## config.mk

```make
export PLATFORM = sky130hd
export DESIGN_NAME = clbm_ctrl
export DESIGN_NICKNAME = d
export VERILOG_FILES = /design/src/rtl/clbm_pkg.sv /design/src/rtl/clbm_ctrl.sv
export SDC_FILE = /design/constraint.sdc
export NUM_CORES = 1
export LEC_CHECK = 0
export BUFFER_PORTS_ARGS = -buffer_cell sky130_fd_sc_hd__clkbuf_2
export CORE_MARGIN = 2
export CORE_UTILIZATION = 30
export CTS_CLUSTER_SIZE = 12
export DETAILED_ROUTE_END_ITERATION = 10
export GPL_TIMING_DRIVEN = 0
export HOLD_SLACK_MARGIN = 0.06
export SLEW_MARGIN = 30
export SYNTH_ARGS = -nofsm -noshare
export SYNTH_HDL_FRONTEND = slang
export SYNTH_SLANG_ARGS = --single-unit
```

## constraint.sdc

```tcl
create_clock -name clk -period 3.8 [get_ports clk]
set_clock_uncertainty 0.1 [all_clocks]
set_input_delay 0.38 -clock clk [delete_from_list [all_inputs] [get_ports clk]]
set_output_delay 0.38 -clock clk [all_outputs]
set_load 0.03 [all_outputs]
```

## src/rtl/clbm_pkg.sv

```systemverilog
// Shared constants, controller commands and status for the circulation solver.
package clbm_pkg;

  localparam int VTX_W    = 6;
  localparam int NODES    = 64;
  localparam int MAX_VTX  = NODES - 2;
  localparam int EDGES    = 64;
  localparam int EIDX_W   = $clog2(EDGES);
  localparam int CNT_W    = EIDX_W + 1;
  localparam int PAIRS    = EDGES + 2 * NODES;
  localparam int PAIR_W   = $clog2(PAIRS);
  localparam int ARC_W    = PAIR_W + 1;
  localparam int NIDX_W   = $clog2(NODES);
  localparam int QCNT_W   = NIDX_W + 1;
  localparam int DATA_W   = 16;
  localparam int SUM_W    = 22;
  localparam int ENDS_W   = 2 * VTX_W;

  typedef enum logic [4:0] {
    OP_NONE,
    OP_LOAD,
    OP_SUM,
    OP_RUN_INIT,
    OP_AUX_RD,
    OP_AUX_W0,
    OP_AUX_W1,
    OP_BFS_INIT,
    OP_POP_RD,
    OP_TAKE,
    OP_SCAN,
    OP_MN_INIT,
    OP_PATH_START,
    OP_PATH_EDGE,
    OP_PATH_MIN,
    OP_PATH_UPD,
    OP_AUG_DONE,
    OP_OUT_SINGLE,
    OP_OUT_RD,
    OP_OUT_LD,
    OP_CLEAR
  } clbm_op_t;

  typedef struct packed {
    clbm_op_t op;
  } clbm_cmd_t;

  typedef struct packed {
    logic bad;
    logic item_last;
    logic aux_done;
    logic queue_empty;
    logic scan_last;
    logic sink_found;
    logic origin_found;
    logic single;
    logic res_last;
  } clbm_status_t;

endpackage

```

## src/rtl/clbm_ctrl.sv

```systemverilog
// Controller: sequences loading, augmenting-path search, flow update and result delivery.
module clbm_ctrl import clbm_pkg::*; (
  input  logic         clk,
  input  logic         rst,
  input  logic         in_valid,
  output logic         in_ready,
  output logic         res_valid,
  input  logic         res_ready,
  input  clbm_status_t status,
  output clbm_cmd_t    cmd
);

  typedef enum logic [4:0] {
    S_IDLE, S_LOAD_SUM, S_RUN_INIT, S_AUX_CHK, S_AUX_W0, S_AUX_W1,
    S_BFS_INIT, S_POP, S_TAKE, S_SCAN, S_SCAN_END, S_CHECK,
    S_PATH_START, S_PATH_EDGE, S_PATH_STEP, S_AUG_DONE,
    S_FINISH, S_OUT_RD, S_OUT_LD, S_OUT_WAIT, S_CLEAR
  } state_t;

  state_t state, state_next;
  logic   pass2, pass2_next;

  assign in_ready  = state == S_IDLE;
  assign res_valid = state == S_OUT_WAIT;

  always_comb begin
    state_next = state;
    pass2_next = pass2;
    cmd.op     = OP_NONE;
    unique case (state)
      S_IDLE: begin
        if (in_valid) begin
          cmd.op     = OP_LOAD;
          state_next = S_LOAD_SUM;
        end
      end
      S_LOAD_SUM: begin
        cmd.op = OP_SUM;
        if (!status.item_last) state_next = S_IDLE;
        else if (status.bad)   state_next = S_FINISH;
        else                   state_next = S_RUN_INIT;
      end
      S_RUN_INIT: begin
        cmd.op     = OP_RUN_INIT;
        state_next = S_AUX_CHK;
      end
      S_AUX_CHK: begin
        if (status.aux_done) begin
          state_next = S_BFS_INIT;
        end else begin
          cmd.op     = OP_AUX_RD;
          state_next = S_AUX_W0;
        end
      end
      S_AUX_W0: begin
        cmd.op     = OP_AUX_W0;
        state_next = S_AUX_W1;
      end
      S_AUX_W1: begin
        cmd.op     = OP_AUX_W1;
        state_next = S_AUX_CHK;
      end
      S_BFS_INIT: begin
        cmd.op     = OP_BFS_INIT;
        state_next = S_POP;
      end
      S_POP: begin
        if (status.queue_empty) begin
          state_next = S_CHECK;
        end else begin
          cmd.op     = OP_POP_RD;
          state_next = S_TAKE;
        end
      end
      S_TAKE: begin
        cmd.op     = OP_TAKE;
        state_next = S_SCAN;
      end
      S_SCAN: begin
        cmd.op = OP_SCAN;
        if (status.scan_last) state_next = S_SCAN_END;
      end
      S_SCAN_END: begin
        // last pair is evaluated here
        state_next = S_POP;
      end
      S_CHECK: begin
        if (status.sink_found) begin
          cmd.op     = OP_MN_INIT;
          pass2_next = 1'b0;
          state_next = S_PATH_START;
        end else begin
          state_next = S_FINISH;
        end
      end
      S_PATH_START: begin
        cmd.op     = OP_PATH_START;
        state_next = S_PATH_EDGE;
      end
      S_PATH_EDGE: begin
        cmd.op     = OP_PATH_EDGE;
        state_next = S_PATH_STEP;
      end
      S_PATH_STEP: begin
        cmd.op = pass2 ? OP_PATH_UPD : OP_PATH_MIN;
        if (status.origin_found) begin
          state_next = S_PATH_EDGE;
        end else if (pass2) begin
          state_next = S_AUG_DONE;
        end else begin
          pass2_next = 1'b1;
          state_next = S_PATH_START;
        end
      end
      S_AUG_DONE: begin
        cmd.op     = OP_AUG_DONE;
        state_next = S_BFS_INIT;
      end
      S_FINISH: begin
        if (status.single) begin
          cmd.op     = OP_OUT_SINGLE;
          state_next = S_OUT_WAIT;
        end else begin
          cmd.op     = OP_OUT_RD;
          state_next = S_OUT_LD;
        end
      end
      S_OUT_RD: begin
        cmd.op     = OP_OUT_RD;
        state_next = S_OUT_LD;
      end
      S_OUT_LD: begin
        cmd.op     = OP_OUT_LD;
        state_next = S_OUT_WAIT;
      end
      S_OUT_WAIT: begin
        if (res_ready) state_next = status.res_last ? S_CLEAR : S_OUT_RD;
      end
      S_CLEAR: begin
        cmd.op     = OP_CLEAR;
        state_next = S_IDLE;
      end
      default: begin
        state_next = S_IDLE;
      end
    endcase
  end

  always_ff @(posedge clk) begin
    if (rst) begin
      state <= S_IDLE;
      pass2 <= 1'b0;
    end else begin
      state <= state_next;
      pass2 <= pass2_next;
    end
  end

endmodule
```

Word level (Yosys, flattened, before mapping)
Index checks and enable logic that the tools add are counted.
Widths: inputs -> output; s select.
Cells by class
  reduce and logical (&&, ||, !) cells: 6
  multipliers: 0
  div/mod/pow operators: 0
  equality and inequality tests: 25
  multiplexer cells: 23
  $add $sub $neg: 0
  bitwise logic cells: 0
  magnitude comparators: 0
  shift operators: 0
Operator list (count)
  $pmux 5 s19: 1
  $pmux 5 s18: 1
  $eq 5x4->1 const B: 8
  $mux 5: 6
  $eq 5x5->1 const B: 5
  $eq 5x3->1 const B: 4
  $eq 5x2->1 const B: 2
  $mux 2: 5
  $mux 4: 2
  $ne 2x2->1 const B: 4
  $mux 3: 2
  $reduce_and 3->1: 2
  $eq 5x1->1 const B: 1
  $logic_not 5->1: 1
  $mux 1: 5
  $reduce_or 2->1: 2
  $ne 2x1->1 const B: 1
  $pmux 1 s2: 1
  $reduce_bool 2->1: 1
Word-level totals
  output and inout bits: 7
  memories kept: 0
  bits of input ports: 13
  word-level logic and storage cells: 56
  bits in read-only memories: 0
  bits in latches: 0
  flip-flop bits (word level): 6
  bits in writable memories: 0

Longest topological paths before layout
  word-level depth: 3
  mapped depth: 6
  depth with buffers taken out: 5

Worst setup path after synthesis
Ideal clock, no wire load.
  path kind: flip-flop to output port
  start: register state[4]
  end: output port cmd[2] in the netlist's numbering
  buffers on the path: 2
  arrival time: 1.620 ns
  cell stages (with the launch flop): 6
  path slack: 1.700 ns
  data required time: 3.320 ns
  path through: dfxtp_1 > buf_2 > clkbuf_1 > nor4_1 > nor2_1 > o21ai_0
RTL lines
  from (decl): line clbm_ctrl.sv:20  | state_t state, state_next;
  from (signal assigned): line clbm_ctrl.sv:154  | state <= state_next;
  to (decl): line clbm_ctrl.sv:10  | output clbm_cmd_t cmd

==> metrics.yaml <==
dp_hpwl_microns: 1700
reg2reg_depth: 5
drt-initial-drc-count: 24
ys_ff_latch: 6
drv_slew: 0
rsz0062_at_grt: "false"
relSlewSlack: 0.6849
hold_depth: 2
worstMarginPinSlew_ns: 0.4663
multi_input_area_sq_um: 551.8
clkTransAtPathRegs_ns: 0.05
synth_most_common_cell: "nor2_1"
ctsResizeCount: 0
final_cell_area_sq_um: 905.9
hold_viol_final: 0
synthCells: 106
cts.sinks: 6
hold_ws_ns: 0.2886
finalSetupViolCount: 0
cp-end-kind: "primary output"
synth_top_family_by_area: "simple AND/OR/NAND/NOR gates"
max_freq_mhz: 431.1
port_buffers: 19
synth_edf_count: 0
outcome: "completed"
post_cts_buffers: 0
num_antenna_cells: 0
yosys.area.top_type: "dfxtp_1"
setup_ws_ns: 1.480
ir_worst_vdd_mv: 0.2608
pre_cts_ws_ns: 1.780
instances_no_fill: 158
drt-total-wl_microns: 2308
die_h_microns: 54.03
grt_pass1_vias: 793
syn_avg_cell_area_sq_um: 7.082
ant_nets: 0
fillers: 267
cp.arrival_ns: 1.84
dieArea_sq_mm: 0.002919
nNetsFinal: 143
synth_cell_type_count: 42
postCtsHoldBufs: 0
synthArstFlopShare: 0
ys_top_cells_by_area: "dfxtp_1 (16%), nand2b_1 (5.8%), o21ai_0 (4.7%), nor2b_1 (4.2%), buf_2 (4.0%)"
synth_xor_area_frac: 0
grt_start_max_net_pins: 11
root_buffer: "clkbuf_4"
cap_violations: 0
avgViaCountPerCell: 5.671
power.density_mw_per_mm2: 473.7
muxShareOfSynthArea: 0
cp.required_ns: 3.32
start_kind: "flip-flop"
ys.flop_type: "dfxtp_1"
fp.dieW_microns: 54.03
coreArea_sq_mm: 0.002432
yosysSeqAreaShare: 0.1600
pin_count: 20
hold_path_class: "in2reg"
fin_tns_setup_ns: 0
dr_total_vias: 896
netlist.area_leader.share: 0.1600
cts_tree: "built"
area_delta_synth_final_pct: 20.67
gp_congestion: 0.8856
grt.total_usage: 0.1743
critPathKind: "reg2out"
synth_compound_area_frac: 0.3367
grt_overflow: 0
insertion_delay_ns: 0.25
drc_errors: 0
cts_buffer_depth: 2
antenna_found_initial: 0
start_util: 0.3086
synth_area_sq_um: 750.7
period_needed_ns: 2.320
cts_max_level: 1
cp_max_fo: 10
place_area_sq_um: 883.3
synth-simple-area-share: 0.3717
routedWlPerCell_microns: 14.61
synth_commonest_cells: "nor2_1 (8), nand2_1 (7), nand2b_1 (7), o21ai_0 (7)"
regArea_sq_um: 120.1
finalCritPeriodShare: 0.6104
synth_fa_ha_area_frac: 0.02667
dp.cells: 155
grt_pass1_wl_microns: 3643
syn_nets: 119
cts_buffers: 3
leakage_nw: 0.3717
drtPass1Iterations: 4
layout-drive-gt1-share: 0.2813
std_cell_rows: 18
yosys_warnings: 0
[power by group]
group          internal [mW]  switching, mW  total (mW)
Combinational          0.108          0.177       0.285
Sequential            0.0730        0.00801      0.0810
Clock                 0.0360         0.0268      0.0628
Total                  0.217          0.212       0.429
[per-layer routing]
metal | GRT usage | routed length (microns) | vias up
met4 | 0.05417 | 32 | 0
met1 | 0.2393 | 1103 | 418
li1 | - | - | 438
met2 | 0.2622 | 1038 | 36
met3 | 0.04722 | 133 | 4
met5 | 0 | 0 | -
[path summary, 6_finish.rpt]
kind | slack, ns | end | startpoint
hold / removal | 0.29 | state[0]$_SDFFE_PP0P_ | rst
setup reg to reg | 2.05 | state[0]$_SDFFE_PP0P_ | state[0]$_SDFFE_PP0P_
hold reg to reg | 0.41 | pass2$_SDFFE_PP0P_ | pass2$_SDFFE_PP0P_
setup / recovery | 1.48 | cmd[3] | state[1]$_SDFFE_PP0P_
[metrics by stage]
| stage | power, mW | utilization |
|---|---|---|
| floorplan | 0.2946 | - |
| global placement | 0.3628 | 0.3632 |
| detailed placement | 0.3628 | 0.3632 |
| CTS | 0.4284 | 0.3724 |
| global route | 0.4591 | 0.3724 |
| finish | 0.4291 | 0.3724 |
[critical path, stage by stage, from the launching register on]
cell	delay, ns
dfxtp_1	0.39
buf_6	0.16
buf_2	0.23
nand2_1	0.15
nor3_1	0.16
o21ai_0	0.11
a21oi_1	0.17
clkbuf_2	0.22
[placed cells by master (no fill, tap or decap), types with 2 or more instances in the layout]
cell       n
a211oi_1   3
a21oi_1    5
buf_2      6
buf_4      2
clkbuf_1   2
clkbuf_2  19
clkbuf_4   3
dfxtp_1    6
inv_1      4
maj3_1     2
nand2_1    7
nand2b_1   7
nand3_1    2
nand3b_1   2
nor2_1     8
nor2b_1    5
nor3_1     5
nor4bb_1   2
o21ai_0    7
o21ai_1    3
o22a_1     2
o31a_1     2
o32ai_1    3
[sequential cells by signal, summed over array words and instances (netlist names)]
signal  cells
state       5
pass2       1
[area by class of cell]
| class | instances | share of cell area |
|---|---|---|
| multi-input cells | 85 | 0.6091 |
| flip-flops and latches | 6 | 0.1326 |
| repair buffers | 19 | 0.1050 |
| plain buffers | 11 | 0.07044 |
| well taps | 30 | 0.04144 |
| clock buffers | 3 | 0.02486 |
| inverters | 4 | 0.01657 |
[logic make-up (layout without fill, tap and decap cells)]
| family | count (synthesis) | in the layout |
|---|---|---|
| AND/OR/NAND/NOR | 48 | 48 |
| adder cells (fa/ha/maj) | 2 | 2 |
| flip-flops | 6 | 6 |
| buffers and inverters | 15 | 37 |
| AO/OA/AOI/OAI | 35 | 35 |
(Power assumes the default switching activity.)
